<file path="src/hdl/pan_tilt_centroid_tracker_macros.svh">
// Assertion macros shared by the tracker RTL.
`ifndef PAN_TILT_CENTROID_TRACKER_MACROS_SVH
`define PAN_TILT_CENTROID_TRACKER_MACROS_SVH

`ifndef SYNTHESIS
`define PTCT_ASSERT(name, clk, rst, prop) \
  name: assert property (@(posedge clk) disable iff (rst) prop) \
    else $error("ptct assertion failed");
`define PTCT_ASSERT_ALWAYS(name, clk, prop) \
  name: assert property (@(posedge clk) prop) \
    else $error("ptct assertion failed");
`else
`define PTCT_ASSERT(name, clk, rst, prop)
`define PTCT_ASSERT_ALWAYS(name, clk, prop)
`endif

`endif

</file>
<file path="src/hdl/ptct_pkg.sv">
package ptct_pkg;

  localparam int COORD_W        = 12;
  localparam int MAX_POINTS_DEF = 1024;
  localparam int CFG_IDX_W      = 2;
  localparam int STEP_CNT_W     = $clog2(COORD_W);

  localparam logic [COORD_W-1:0] STEP_SIZE_RST    = 12'd8;
  localparam logic [COORD_W-1:0] DEAD_RADIUS_RST  = 12'd40;
  localparam logic [COORD_W-1:0] FRAME_WIDTH_RST  = 12'd640;
  localparam logic [COORD_W-1:0] FRAME_HEIGHT_RST = 12'd480;
  localparam logic [COORD_W-1:0] TRACK_X_RST      = 12'd320;
  localparam logic [COORD_W-1:0] TRACK_Y_RST      = 12'd240;

  typedef enum logic [CFG_IDX_W-1:0] {
    REG_STEP_SIZE    = 2'd0,
    REG_DEAD_RADIUS  = 2'd1,
    REG_FRAME_WIDTH  = 2'd2,
    REG_FRAME_HEIGHT = 2'd3
  } cfg_reg_t;

  typedef enum logic [2:0] {
    CMD_NONE  = 3'd0,
    CMD_LEFT  = 3'd1,
    CMD_RIGHT = 3'd2,
    CMD_UP    = 3'd3,
    CMD_DOWN  = 3'd4
  } move_cmd_t;

  typedef enum logic [2:0] {
    ST_IDLE,
    ST_LOAD,
    ST_DIV,
    ST_APPLY,
    ST_EMIT
  } state_t;

  typedef struct packed {
    logic [COORD_W-1:0] box_min_x;
    logic [COORD_W-1:0] box_min_y;
    logic [COORD_W-1:0] box_max_x;
    logic [COORD_W-1:0] box_max_y;
    logic               point_valid;
    logic [COORD_W-1:0] fixed_x;
    logic [COORD_W-1:0] fixed_y;
    logic [COORD_W-1:0] moving_x;
    logic [COORD_W-1:0] moving_y;
    logic               last_of_box;
  } item_t;

  typedef struct packed {
    logic [COORD_W-1:0] centre_x;
    logic [COORD_W-1:0] centre_y;
    move_cmd_t          move_cmd;
  } result_t;

  typedef struct packed {
    logic accum;
    logic div_load;
    logic div_step;
    logic apply;
    logic emit;
  } ctrl_t;

  typedef struct packed {
    logic count_zero;
  } dp_status_t;

  function automatic logic [COORD_W-1:0] approach(
    input logic [COORD_W-1:0] cur,
    input logic [COORD_W-1:0] target,
    input logic [COORD_W-1:0] step
  );
    logic [COORD_W:0]   up;
    logic [COORD_W:0]   dn;
    logic [COORD_W-1:0] r;
    up = {1'b0, cur} + {1'b0, step};
    dn = {1'b0, cur} - {1'b0, step};
    if (target > cur) begin
      r = (up > {1'b0, target}) ? target : up[COORD_W-1:0];
    end else begin
      r = (dn[COORD_W] || (dn[COORD_W-1:0] < target)) ? target : dn[COORD_W-1:0];
    end
    return r;
  endfunction

endpackage

</file>
<file path="src/hdl/ptct_ctrl.sv">
`include "pan_tilt_centroid_tracker_macros.svh"

module ptct_ctrl (
  input  logic                 clk,
  input  logic                 rst,
  input  logic                 start,
  input  logic                 last_of_box,
  input  ptct_pkg::dp_status_t status,
  output logic                 busy,
  output ptct_pkg::ctrl_t      ctl
);

  ptct_pkg::state_t                     state;
  ptct_pkg::state_t                     state_next;
  logic [ptct_pkg::STEP_CNT_W-1:0]      step_cnt;
  logic                                 div_last;

  assign div_last = (step_cnt == ptct_pkg::STEP_CNT_W'(ptct_pkg::COORD_W - 1));

  always_ff @(posedge clk) begin
    if (rst) begin
      state    <= ptct_pkg::ST_IDLE;
      step_cnt <= '0;
    end else begin
      state <= state_next;
      if (state == ptct_pkg::ST_LOAD) begin
        step_cnt <= '0;
      end else if (state == ptct_pkg::ST_DIV) begin
        step_cnt <= step_cnt + ptct_pkg::STEP_CNT_W'(1);
      end
    end
  end

  always_comb begin
    state_next = state;
    unique case (state)
      ptct_pkg::ST_IDLE: begin
        if (start && last_of_box) state_next = ptct_pkg::ST_LOAD;
      end
      ptct_pkg::ST_LOAD: begin
        state_next = status.count_zero ? ptct_pkg::ST_EMIT : ptct_pkg::ST_DIV;
      end
      ptct_pkg::ST_DIV: begin
        if (div_last) state_next = ptct_pkg::ST_APPLY;
      end
      ptct_pkg::ST_APPLY: begin
        state_next = ptct_pkg::ST_EMIT;
      end
      ptct_pkg::ST_EMIT: begin
        state_next = ptct_pkg::ST_IDLE;
      end
      default: begin
        state_next = ptct_pkg::ST_IDLE;
      end
    endcase
  end

  always_comb begin
    ctl  = '0;
    busy = 1'b1;
    unique case (state)
      ptct_pkg::ST_IDLE: begin
        busy      = 1'b0;
        ctl.accum = start;
      end
      ptct_pkg::ST_LOAD: begin
        ctl.div_load = !status.count_zero;
      end
      ptct_pkg::ST_DIV: begin
        ctl.div_step = 1'b1;
      end
      ptct_pkg::ST_APPLY: begin
        ctl.apply = 1'b1;
      end
      ptct_pkg::ST_EMIT: begin
        ctl.emit = 1'b1;
      end
      default: begin
        busy = 1'b1;
      end
    endcase
  end

  `PTCT_ASSERT(a_close_to_load, clk, rst, (state == ptct_pkg::ST_IDLE && start && last_of_box) |=> (state == ptct_pkg::ST_LOAD))
  `PTCT_ASSERT(a_div_bounded, clk, rst, (state == ptct_pkg::ST_DIV) |-> (step_cnt < ptct_pkg::STEP_CNT_W'(ptct_pkg::COORD_W)))
  `PTCT_ASSERT(a_emit_to_idle, clk, rst, (state == ptct_pkg::ST_EMIT) |=> (state == ptct_pkg::ST_IDLE))

endmodule

</file>
<file path="src/hdl/ptct_dp.sv">
`include "pan_tilt_centroid_tracker_macros.svh"

module ptct_dp #(
  parameter int MAX_POINTS = ptct_pkg::MAX_POINTS_DEF
) (
  input  logic                               clk,
  input  logic                               rst,
  input  ptct_pkg::item_t                    item,
  input  ptct_pkg::ctrl_t                    ctl,
  input  logic                               cfg_valid,
  input  logic [ptct_pkg::CFG_IDX_W-1:0]     cfg_index,
  input  logic [ptct_pkg::COORD_W-1:0]       cfg_data,
  output ptct_pkg::dp_status_t               status,
  output ptct_pkg::result_t                  result,
  output logic                               result_valid
);

  localparam int CW = $clog2(MAX_POINTS + 1);
  localparam int W  = ptct_pkg::COORD_W;
  localparam int SW = W + CW;

  logic [W-1:0]  step_size;
  logic [W-1:0]  dead_radius;
  logic [W-1:0]  frame_width;
  logic [W-1:0]  frame_height;
  logic [W-1:0]  track_x;
  logic [W-1:0]  track_y;
  logic [SW-1:0] sum_x;
  logic [SW-1:0] sum_y;
  logic [CW-1:0] inside_count;
  logic [CW-1:0] seen;
  logic [W-1:0]  quo_x;
  logic [W-1:0]  quo_y;
  logic [CW-1:0] rem_x;
  logic [CW-1:0] rem_y;

  logic          take;
  logic          in_box;
  logic [CW:0]   cnt_ext;
  logic [CW:0]   trial_x;
  logic [CW:0]   trial_y;
  logic          ge_x;
  logic          ge_y;
  logic [CW:0]   diff_x;
  logic [CW:0]   diff_y;
  logic [CW-1:0] rem_x_next;
  logic [CW-1:0] rem_y_next;

  logic [W-1:0]  mid_x;
  logic [W-1:0]  mid_y;
  logic          neg_x;
  logic          neg_y;
  logic [W-1:0]  mag_x;
  logic [W-1:0]  mag_y;
  ptct_pkg::move_cmd_t move_cmd;

  assign take = ctl.accum && item.point_valid && (seen < CW'(MAX_POINTS));
  assign in_box = (item.fixed_x > item.box_min_x) && (item.fixed_x < item.box_max_x) &&
                  (item.fixed_y > item.box_min_y) && (item.fixed_y < item.box_max_y);

  assign status.count_zero = (inside_count == '0);

  assign cnt_ext    = {1'b0, inside_count};
  assign trial_x    = {rem_x, quo_x[W-1]};
  assign trial_y    = {rem_y, quo_y[W-1]};
  assign ge_x       = (trial_x >= cnt_ext);
  assign ge_y       = (trial_y >= cnt_ext);
  assign diff_x     = trial_x - cnt_ext;
  assign diff_y     = trial_y - cnt_ext;
  assign rem_x_next = ge_x ? diff_x[CW-1:0] : trial_x[CW-1:0];
  assign rem_y_next = ge_y ? diff_y[CW-1:0] : trial_y[CW-1:0];

  assign mid_x = frame_width >> 1;
  assign mid_y = frame_height >> 1;
  assign neg_x = (track_x < mid_x);
  assign neg_y = (track_y < mid_y);
  assign mag_x = neg_x ? (mid_x - track_x) : (track_x - mid_x);
  assign mag_y = neg_y ? (mid_y - track_y) : (track_y - mid_y);

  always_comb begin
    if (mag_x > dead_radius) begin
      move_cmd = neg_x ? ptct_pkg::CMD_LEFT : ptct_pkg::CMD_RIGHT;
    end else if (mag_y > dead_radius) begin
      move_cmd = neg_y ? ptct_pkg::CMD_UP : ptct_pkg::CMD_DOWN;
    end else begin
      move_cmd = ptct_pkg::CMD_NONE;
    end
  end

  always_ff @(posedge clk) begin
    if (rst) begin
      step_size    <= ptct_pkg::STEP_SIZE_RST;
      dead_radius  <= ptct_pkg::DEAD_RADIUS_RST;
      frame_width  <= ptct_pkg::FRAME_WIDTH_RST;
      frame_height <= ptct_pkg::FRAME_HEIGHT_RST;
      track_x      <= ptct_pkg::TRACK_X_RST;
      track_y      <= ptct_pkg::TRACK_Y_RST;
      sum_x        <= '0;
      sum_y        <= '0;
      inside_count <= '0;
      seen         <= '0;
      result_valid <= 1'b0;
    end else begin
      if (cfg_valid) begin
        unique case (ptct_pkg::cfg_reg_t'(cfg_index))
          ptct_pkg::REG_STEP_SIZE:    step_size    <= cfg_data;
          ptct_pkg::REG_DEAD_RADIUS:  dead_radius  <= cfg_data;
          ptct_pkg::REG_FRAME_WIDTH:  frame_width  <= cfg_data;
          ptct_pkg::REG_FRAME_HEIGHT: frame_height <= cfg_data;
          default: ;
        endcase
      end
      if (take) begin
        seen <= seen + CW'(1);
        if (in_box) begin
          sum_x        <= sum_x + SW'(item.moving_x);
          sum_y        <= sum_y + SW'(item.moving_y);
          inside_count <= inside_count + CW'(1);
        end
      end
      if (ctl.apply) begin
        track_x <= ptct_pkg::approach(track_x, quo_x, step_size);
        track_y <= ptct_pkg::approach(track_y, quo_y, step_size);
      end
      if (ctl.emit) begin
        sum_x        <= '0;
        sum_y        <= '0;
        inside_count <= '0;
        seen         <= '0;
      end
      result_valid <= ctl.emit;
    end
  end

  always_ff @(posedge clk) begin
    if (ctl.div_load) begin
      rem_x <= sum_x[SW-1:W];
      rem_y <= sum_y[SW-1:W];
      quo_x <= sum_x[W-1:0];
      quo_y <= sum_y[W-1:0];
    end else if (ctl.div_step) begin
      rem_x <= rem_x_next;
      rem_y <= rem_y_next;
      quo_x <= {quo_x[W-2:0], ge_x};
      quo_y <= {quo_y[W-2:0], ge_y};
    end
    if (ctl.emit) begin
      result.centre_x <= track_x;
      result.centre_y <= track_y;
      result.move_cmd <= move_cmd;
    end
  end

  `PTCT_ASSERT(a_emit_strobe, clk, rst, ctl.emit |=> result_valid)
  `PTCT_ASSERT(a_single_beat, clk, rst, result_valid |=> !result_valid)
  `PTCT_ASSERT(a_cleared_after_box, clk, rst, ctl.emit |=> (seen == '0 && inside_count == '0))
  `PTCT_ASSERT_ALWAYS(a_count_within_seen, clk, rst || (inside_count <= seen))

endmodule

</file>
<file path="src/hdl/pan_tilt_centroid_tracker.sv">
// Match items are taken one per clock while busy is low (start high, busy low). The item with
// last_of_box set closes the box; busy then stays high through a load state, the bit-serial
// steps of two dividers that average x and y in parallel, an apply state that steps the centre
// and an emit state that forms the command if a point fell inside the box, else through the
// load and emit states only. The result beat appears in the cycle after the emit state, for one
// cycle only, marked by result_valid; the receiver cannot stall it and must take it then.
// Configuration writes are always accepted (cfg_ready is tied high) and take effect at once.
module pan_tilt_centroid_tracker #(
  parameter int MAX_POINTS = ptct_pkg::MAX_POINTS_DEF
) (
  input  logic                           clk,
  input  logic                           rst,
  input  logic                           start,
  output logic                           busy,
  input  ptct_pkg::item_t                item,
  output ptct_pkg::result_t              result,
  output logic                           result_valid,
  input  logic                           cfg_valid,
  output logic                           cfg_ready,
  input  logic [ptct_pkg::CFG_IDX_W-1:0] cfg_index,
  input  logic [ptct_pkg::COORD_W-1:0]   cfg_data
);

  ptct_pkg::ctrl_t      ctl;
  ptct_pkg::dp_status_t status;

  assign cfg_ready = 1'b1;

  ptct_ctrl u_ctrl (
    .clk         (clk),
    .rst         (rst),
    .start       (start),
    .last_of_box (item.last_of_box),
    .status      (status),
    .busy        (busy),
    .ctl         (ctl)
  );

  ptct_dp #(
    .MAX_POINTS (MAX_POINTS)
  ) u_dp (
    .clk          (clk),
    .rst          (rst),
    .item         (item),
    .ctl          (ctl),
    .cfg_valid    (cfg_valid),
    .cfg_index    (cfg_index),
    .cfg_data     (cfg_data),
    .status       (status),
    .result       (result),
    .result_valid (result_valid)
  );

endmodule
</file>
<file path="config.mk">
export PLATFORM = sky130hd
export DESIGN_NAME = pan_tilt_centroid_tracker
export DESIGN_NICKNAME = d
export VERILOG_FILES = /design/src/hdl/ptct_pkg.sv /design/src/hdl/ptct_ctrl.sv /design/src/hdl/ptct_dp.sv /design/src/hdl/pan_tilt_centroid_tracker.sv
export VERILOG_INCLUDE_DIRS = /design/src /design/src/hdl
export SDC_FILE = /design/constraint.sdc
export NUM_CORES = 1
export LEC_CHECK = 0
export ABC_AREA = 1
export ABC_CLOCK_PERIOD_IN_PS = 3800
export BUFFER_PORTS_ARGS = -buffer_cell sky130_fd_sc_hd__buf_4
export CAP_MARGIN = 10
export CORE_MARGIN = 5
export CORE_UTILIZATION = 35
export DETAILED_ROUTE_END_ITERATION = 8
export GPL_TIMING_DRIVEN = 0
export PLACE_DENSITY = 0.63
export SYNTH_ARGS = -nofsm -noshare
export SYNTH_HDL_FRONTEND = slang
export SYNTH_HIERARCHICAL = 1
export SYNTH_SLANG_ARGS = --single-unit
</file>
<file path="constraint.sdc">
create_clock -name clk -period 3.8 [get_ports clk]
set_input_delay 0.95 -clock clk [delete_from_list [all_inputs] [get_ports clk]]
set_output_delay 0.95 -clock clk [all_outputs]
set_load 0.005 [all_outputs]
</file>
---- Word level (Yosys, flattened, before mapping) ----
Cells that the tools add are included.
storage, ports and cells
  memory bits (read-only) ................. 0
  word-level logic and storage cells ...... 115
  bits of input ports ..................... 116
  RAM bits ................................ 0
  bits in latches ......................... 0
  memories kept ........................... 0
  output and inout bits ................... 30
  bits in registers ....................... 221
operators by class
  shift operators ......................... 0
  eq/ne operators ......................... 10
  magnitude comparators ................... 17
  reductions and logical operators ........ 21
  $add $sub $neg .......................... 15
  multiply operators ...................... 0
  bitwise logic cells ..................... 0
  div/mod/pow operators ................... 0
  mux-type cells .......................... 32
operators with widths
  operator                                                                count
  12-bit 2-to-1 mux                                                       12
  12-bit greater-than comparator                                          6
  11-bit 2-to-1 mux                                                       6
  12-bit < comparator                                                     4
  23-bit by 12-bit adder with 23-bit output                               2
  12-bit by 12-bit adder with 13-bit output                               2
  13-bit by 12-bit greater-than comparator with 1-bit output              2
  12-bit by 12-bit subtractor with 13-bit output                          2
  12-bit by 11-bit greater-or-equal comparator with 1-bit output          2
  12-bit by 11-bit < comparator with 1-bit output                         2
  11-bit by 12-bit subtractor with 12-bit output                          2
  12-bit by 11-bit subtractor with 12-bit output                          2
  11-bit by 1-bit adder with 11-bit output (second input constant)        2
  11-bit subtractor                                                       2
  3-bit 2-to-1 mux                                                        6
  3-bit one-hot mux with 4 select lines                                   1
  2-bit AND reduction                                                     6
  11-bit zero test                                                        1
  11-bit < comparator (second input constant)                             1
  3-bit by 2-bit equality test with 1-bit output (second input constant)  2
  1-bit logical AND                                                       6
  1-bit 2-to-1 mux                                                        6
  4-bit by 1-bit adder with 4-bit output (second input constant)          1
  2-bit equality test (second input constant)                             2
  other kinds (12)                                                        15

---- Depth between registers and ports, before layout ----
  depth after elaboration ................. 5
  gate-level depth with buffers ........... 26

---- Modules after synthesis ----
Netlist, hierarchy kept.
by module, submodules not included
  module                     cells an instance  times used  area each (um^2)
  ptct_dp                    2830               1           19668.9
  ptct_ctrl                  53                 1           372.9
  pan_tilt_centroid_tracker  2                  1           11.3

---- Worst setup path before layout ----
OpenSTA, ideal clock, no wires.
  path type ............................... register -> register
  start point ............................. register u_ctrl.state[2]
  end point ............................... register u_dp.inside_count[2]
  slack ................................... 278 ps
  cell stages (with the launch flop) ...... 7
  path buffers ............................ 1
  period minus slack after synthesis ...... 3522 ps
  data arrival time ....................... 3389 ps
  cells stage by stage .................... dfxtp_1 > inv_1 > nor3_1 > nor2_1 > clkinv_1 > clkbuf_1 > a21oi_1
RTL lines
  element                   line             RTL
  start: declaration        ptct_ctrl.sv:13  ptct_pkg::state_t state;
  start signal: assignment  ptct_ctrl.sv:22  state <= ptct_pkg::ST_IDLE;
  start signal: assignment  ptct_ctrl.sv:25  state <= state_next;
  end signal: assignment    ptct_dp.sv:118   inside_count <= inside_count + CW'(1);
  end: declaration          ptct_dp.sv:30    logic [CW-1:0] inside_count;

==> reports/qor.txt <==
Status: completed
Fmax: 270.8 MHz
Hold Path Class: reg2reg
Initial Util: 0.3543
Endpoints failing setup: 0
Worst Setup Slack, final: 0.1075 ns
Sequential cell area: 0.005141 mm2
DP HPWL: 49910 um
Seq cells post-synth: 219
Element type at the critical path end: flip-flop
TritonCTS Buffers: 28
Share of cells above drive strength 1: 0.1036
Largest net degree at the start of global routing: 47
DR iter-0 viols: 1380
Yosys top cell by area: ha_1
Clk_lat worst skew: 0.56 ns
CTS root buf: clkbuf_16
Final Hold Fails: 0
Area occupied by multi-input gates: 0.01305 mm2
Mapped Area: 0.02005 mm2
Minimum clock period: 3.693 ns
Syn avg cell area: 6.951 um2
Critical Path RT: 4.06 ns
Top cell type's share of synthesized area: 0.1760
Relative slew slack: 0.2462
H-tree levels: 1
Setup Skew: 0.02074 ns
CP Max Fanout: 10
Register area share after synthesis: 0.2551
Slowest-stage cell, CP: nor4_1
Total grt overflow: 0
P_leak: 11.49 nW
Height of the die: 249.4 um
Final Max Tran Viols: 0
First-pass GRT wire length: 96730 um
Post-route ant nets: 0
Die width: 249.4 um
CP max stage delay: 0.76 ns
Crit Path Class: reg2reg
Yosys warnings: 6
Most used cell, CP: inv_1
WP depth: 11
CTS tree: built
Total GRT Usage: 0.1877
I/O Buffers: 144
CP Cell Sequence: inv_1, ha_1, nand4_1, nor4_1, inv_1, nand3_1, inv_1, clkbuf_1, clkinv_1, clkbuf_1, o21ai_0
Core footprint: 0.05660 mm2
Via Count: 19202
Max VDD drop: 293.1 uV
Cell variety after synth: 60
Post-layout nets: 3479
I/O pins: 146
Asr flop ratio synth: 0
Post-synth EDFFs: 73
Fin crit share: 0.9717
Final wirelength: 61080 um
CTS max path bufs: 3
Post-synthesis instance total: 2885
Clock sink count: 219
Worst-Margin Slew: 1.131 ns
Hold Path Cell Cnt: 2
Main flop type after synthesis: dfxtp_1
Vias in the first global route: 18236
Post-CTS Hold Buffers: 0
Die area: 0.06218 mm2
Setup crit start kind: flip-flop
DRT Pass-1 Iters: 6
Max-Cap Viols: 0
PD cells: 297.8 mW/mm2
Number of fill cells: 6021
Drc violations: 0
CP Buf/Inv Count: 6
Initial antenna violation count: 0
Worst r2r path cells: 11
Synthesized net count: 3295
Routability cong.: 0.9228
Clk slew on worst S/H paths: 0.06 ns
Arrival @ worst endpoint: 3.96 ns
Worst slack, placed: -0.4436 ns
Largest cells by area after synthesis: ha_1, dfxtp_1, nand2_1
Antenna cells: 0
Rows: 87
Top delay family on crit path: buffers and inverters
WHS: 0.4755 ns
WL/cell: 15.88 um
Area growth from synthesis to layout: 16.42%
Via density: 4.993
[cell usage in the layout (no fill, tap or decap), types with 6 or more instances in the layout]
cell / netlist / routed
a211oi_1: 13 / 12
a21o_1: 16 / 16
a21oi_1: 267 / 265
a31oi_1: 8 / 8
buf_2: 24 / 18
buf_4: 7 / 160
buf_6: 5 / 9
clkbuf_1: 36 / 44
clkbuf_16: 0 / 31
clkbuf_8: 0 / 6
dfxtp_1: 146 / 131
dfxtp_2: 0 / 12
edfxtp_1: 73 / 73
fa_1: 12 / 11
ha_1: 282 / 280
inv_1: 427 / 422
inv_2: 8 / 11
nand2_1: 646 / 641
nand2_2: 1 / 6
nand3_1: 181 / 177
nand3_2: 4 / 7
nand3b_1: 8 / 8
nand4_1: 47 / 47
nor2_1: 204 / 201
nor3_1: 37 / 33
o211ai_1: 22 / 22
o21a_1: 12 / 12
o21ai_0: 201 / 197
o21ai_1: 13 / 16
o21bai_1: 14 / 14
xnor2_1: 18 / 18
xor2_1: 90 / 86
[report_power, final]
part | switching (mW) | internal, mW
sequential | 0.0394 | 2.47
clock | 1.06 | 1.66
combinational | 1.03 | 0.687
total | 2.14 | 4.82
[path summary, 6_finish.rpt]
| path | startpoint | to | slack [ns] |
|---|---|---|---|
| hold reg to reg | u_dp/inside_count[9] | u_dp/inside_count[9] | 0.48 |
| hold / removal | u_dp/inside_count[9] | u_dp/inside_count[9] | 0.48 |
| setup reg to reg | u_dp/inside_count[1] | u_dp/rem_x[8] | 0.11 |
| setup / recovery | u_dp/inside_count[1] | u_dp/rem_x[8] | 0.11 |
[registers in the layout, indices dropped and copies added, names as in the netlist]
signal             flops
u_dp/quo_y            12
u_dp/quo_x            12
u_dp/track_y          12
u_dp/rem_y            11
u_dp/frame_width      11
u_dp/frame_height     11
u_dp/step_size        12
u_dp/dead_radius      12
u_ctrl/state           3
u_dp/sum_x            23
u_dp/result           27
u_dp/seen             11
u_dp/track_x          12
u_dp/inside_count     11
u_dp/rem_x            11
u_ctrl/step_cnt        4
u_dp/result_valid      1
u_dp/sum_y            23
[cell usage after synthesis, drive strengths merged (13+ instances only)]
cell and count:
a21oi 270, nor3 38, nand4 47, clkbuf 41
nor2 206, dfxtp 146, xor2 90, nand2 649
ha 282, o211ai 22, buf 39, a211oi 13
o21ai 215, inv 435, xnor2 18, edfxtp 73
nand3 186, a21o 16, o21bai 15
[per-stage QoR]
stage	utilization	power, mW	cell area, um2	setup TNS [ns]	std cells
after global placement	0.3901	4.162	22080	-132.91	3785
after floorplan	-	3.692	20050	0	2885
after global routing	0.4124	7.362	23340	-0.09128	3846
after detailed placement	0.3906	4.179	22110	-1.308	3787
after CTS	0.4085	6.970	23120	0	3839
final	0.4124	6.952	23340	0	3846
[area by class of cell]
type | instances | share of cell area
Multi-Input combinational cell | 2147 | 0.5590
Sequential cell | 219 | 0.2202
Inverter | 439 | 0.07128
Timing Repair Buffer | 154 | 0.04984
Tap cell | 756 | 0.04052
Clock buffer | 45 | 0.03805
Buffer | 80 | 0.01833
Clock inverter | 6 | 0.002787
[metal layers]
metal	wire length, um	part of all wire	up-vias	GRT usage
met5	0	0	-	0
met4	1791	0.029	0	0.05017
met3	3500	0.057	77	0.02464
met2	28080	0.46	506	0.3178
met1	27710	0.45	8710	0.2529
li1	-	-	9909	-
[cell families (layout without fill, tap and decap cells)]
| group | after synthesis | count (layout) | synth area share |
|---|---|---|---|
| muxes | 3 | 3 | 0.001498 |
| and+or+nand+nor | 1149 | 1149 | 0.2417 |
| adders and majority gates | 294 | 294 | 0.1879 |
| DFF | 219 | 219 | 0.2551 |
| AOI/OAI and AO/OA | 592 | 592 | 0.1638 |
| buffers and inverters | 519 | 724 | 0.1026 |
| other | 1 | 1 | 0.0001870 |
| xor gates and xnor gates | 108 | 108 | 0.04717 |
[tightest hold or removal path: cells and delay by family (launching register included)]
kind	cells	cell delay, ns
AOI/OAI and AO/OA	1	0.05
DFF	1	0.31
and+or+nand+nor	1	0.06
[what timing repair did]
item | 4_1_cts | 5_1_grt
pin swaps | 2 | 10
resized for setup | 17 | 55
setup endpoints to repair | 10 | 27
cloned | 0 | 0
buffers inserted | 1 | 7
Note: power is estimated with default switching activity, not from simulation.
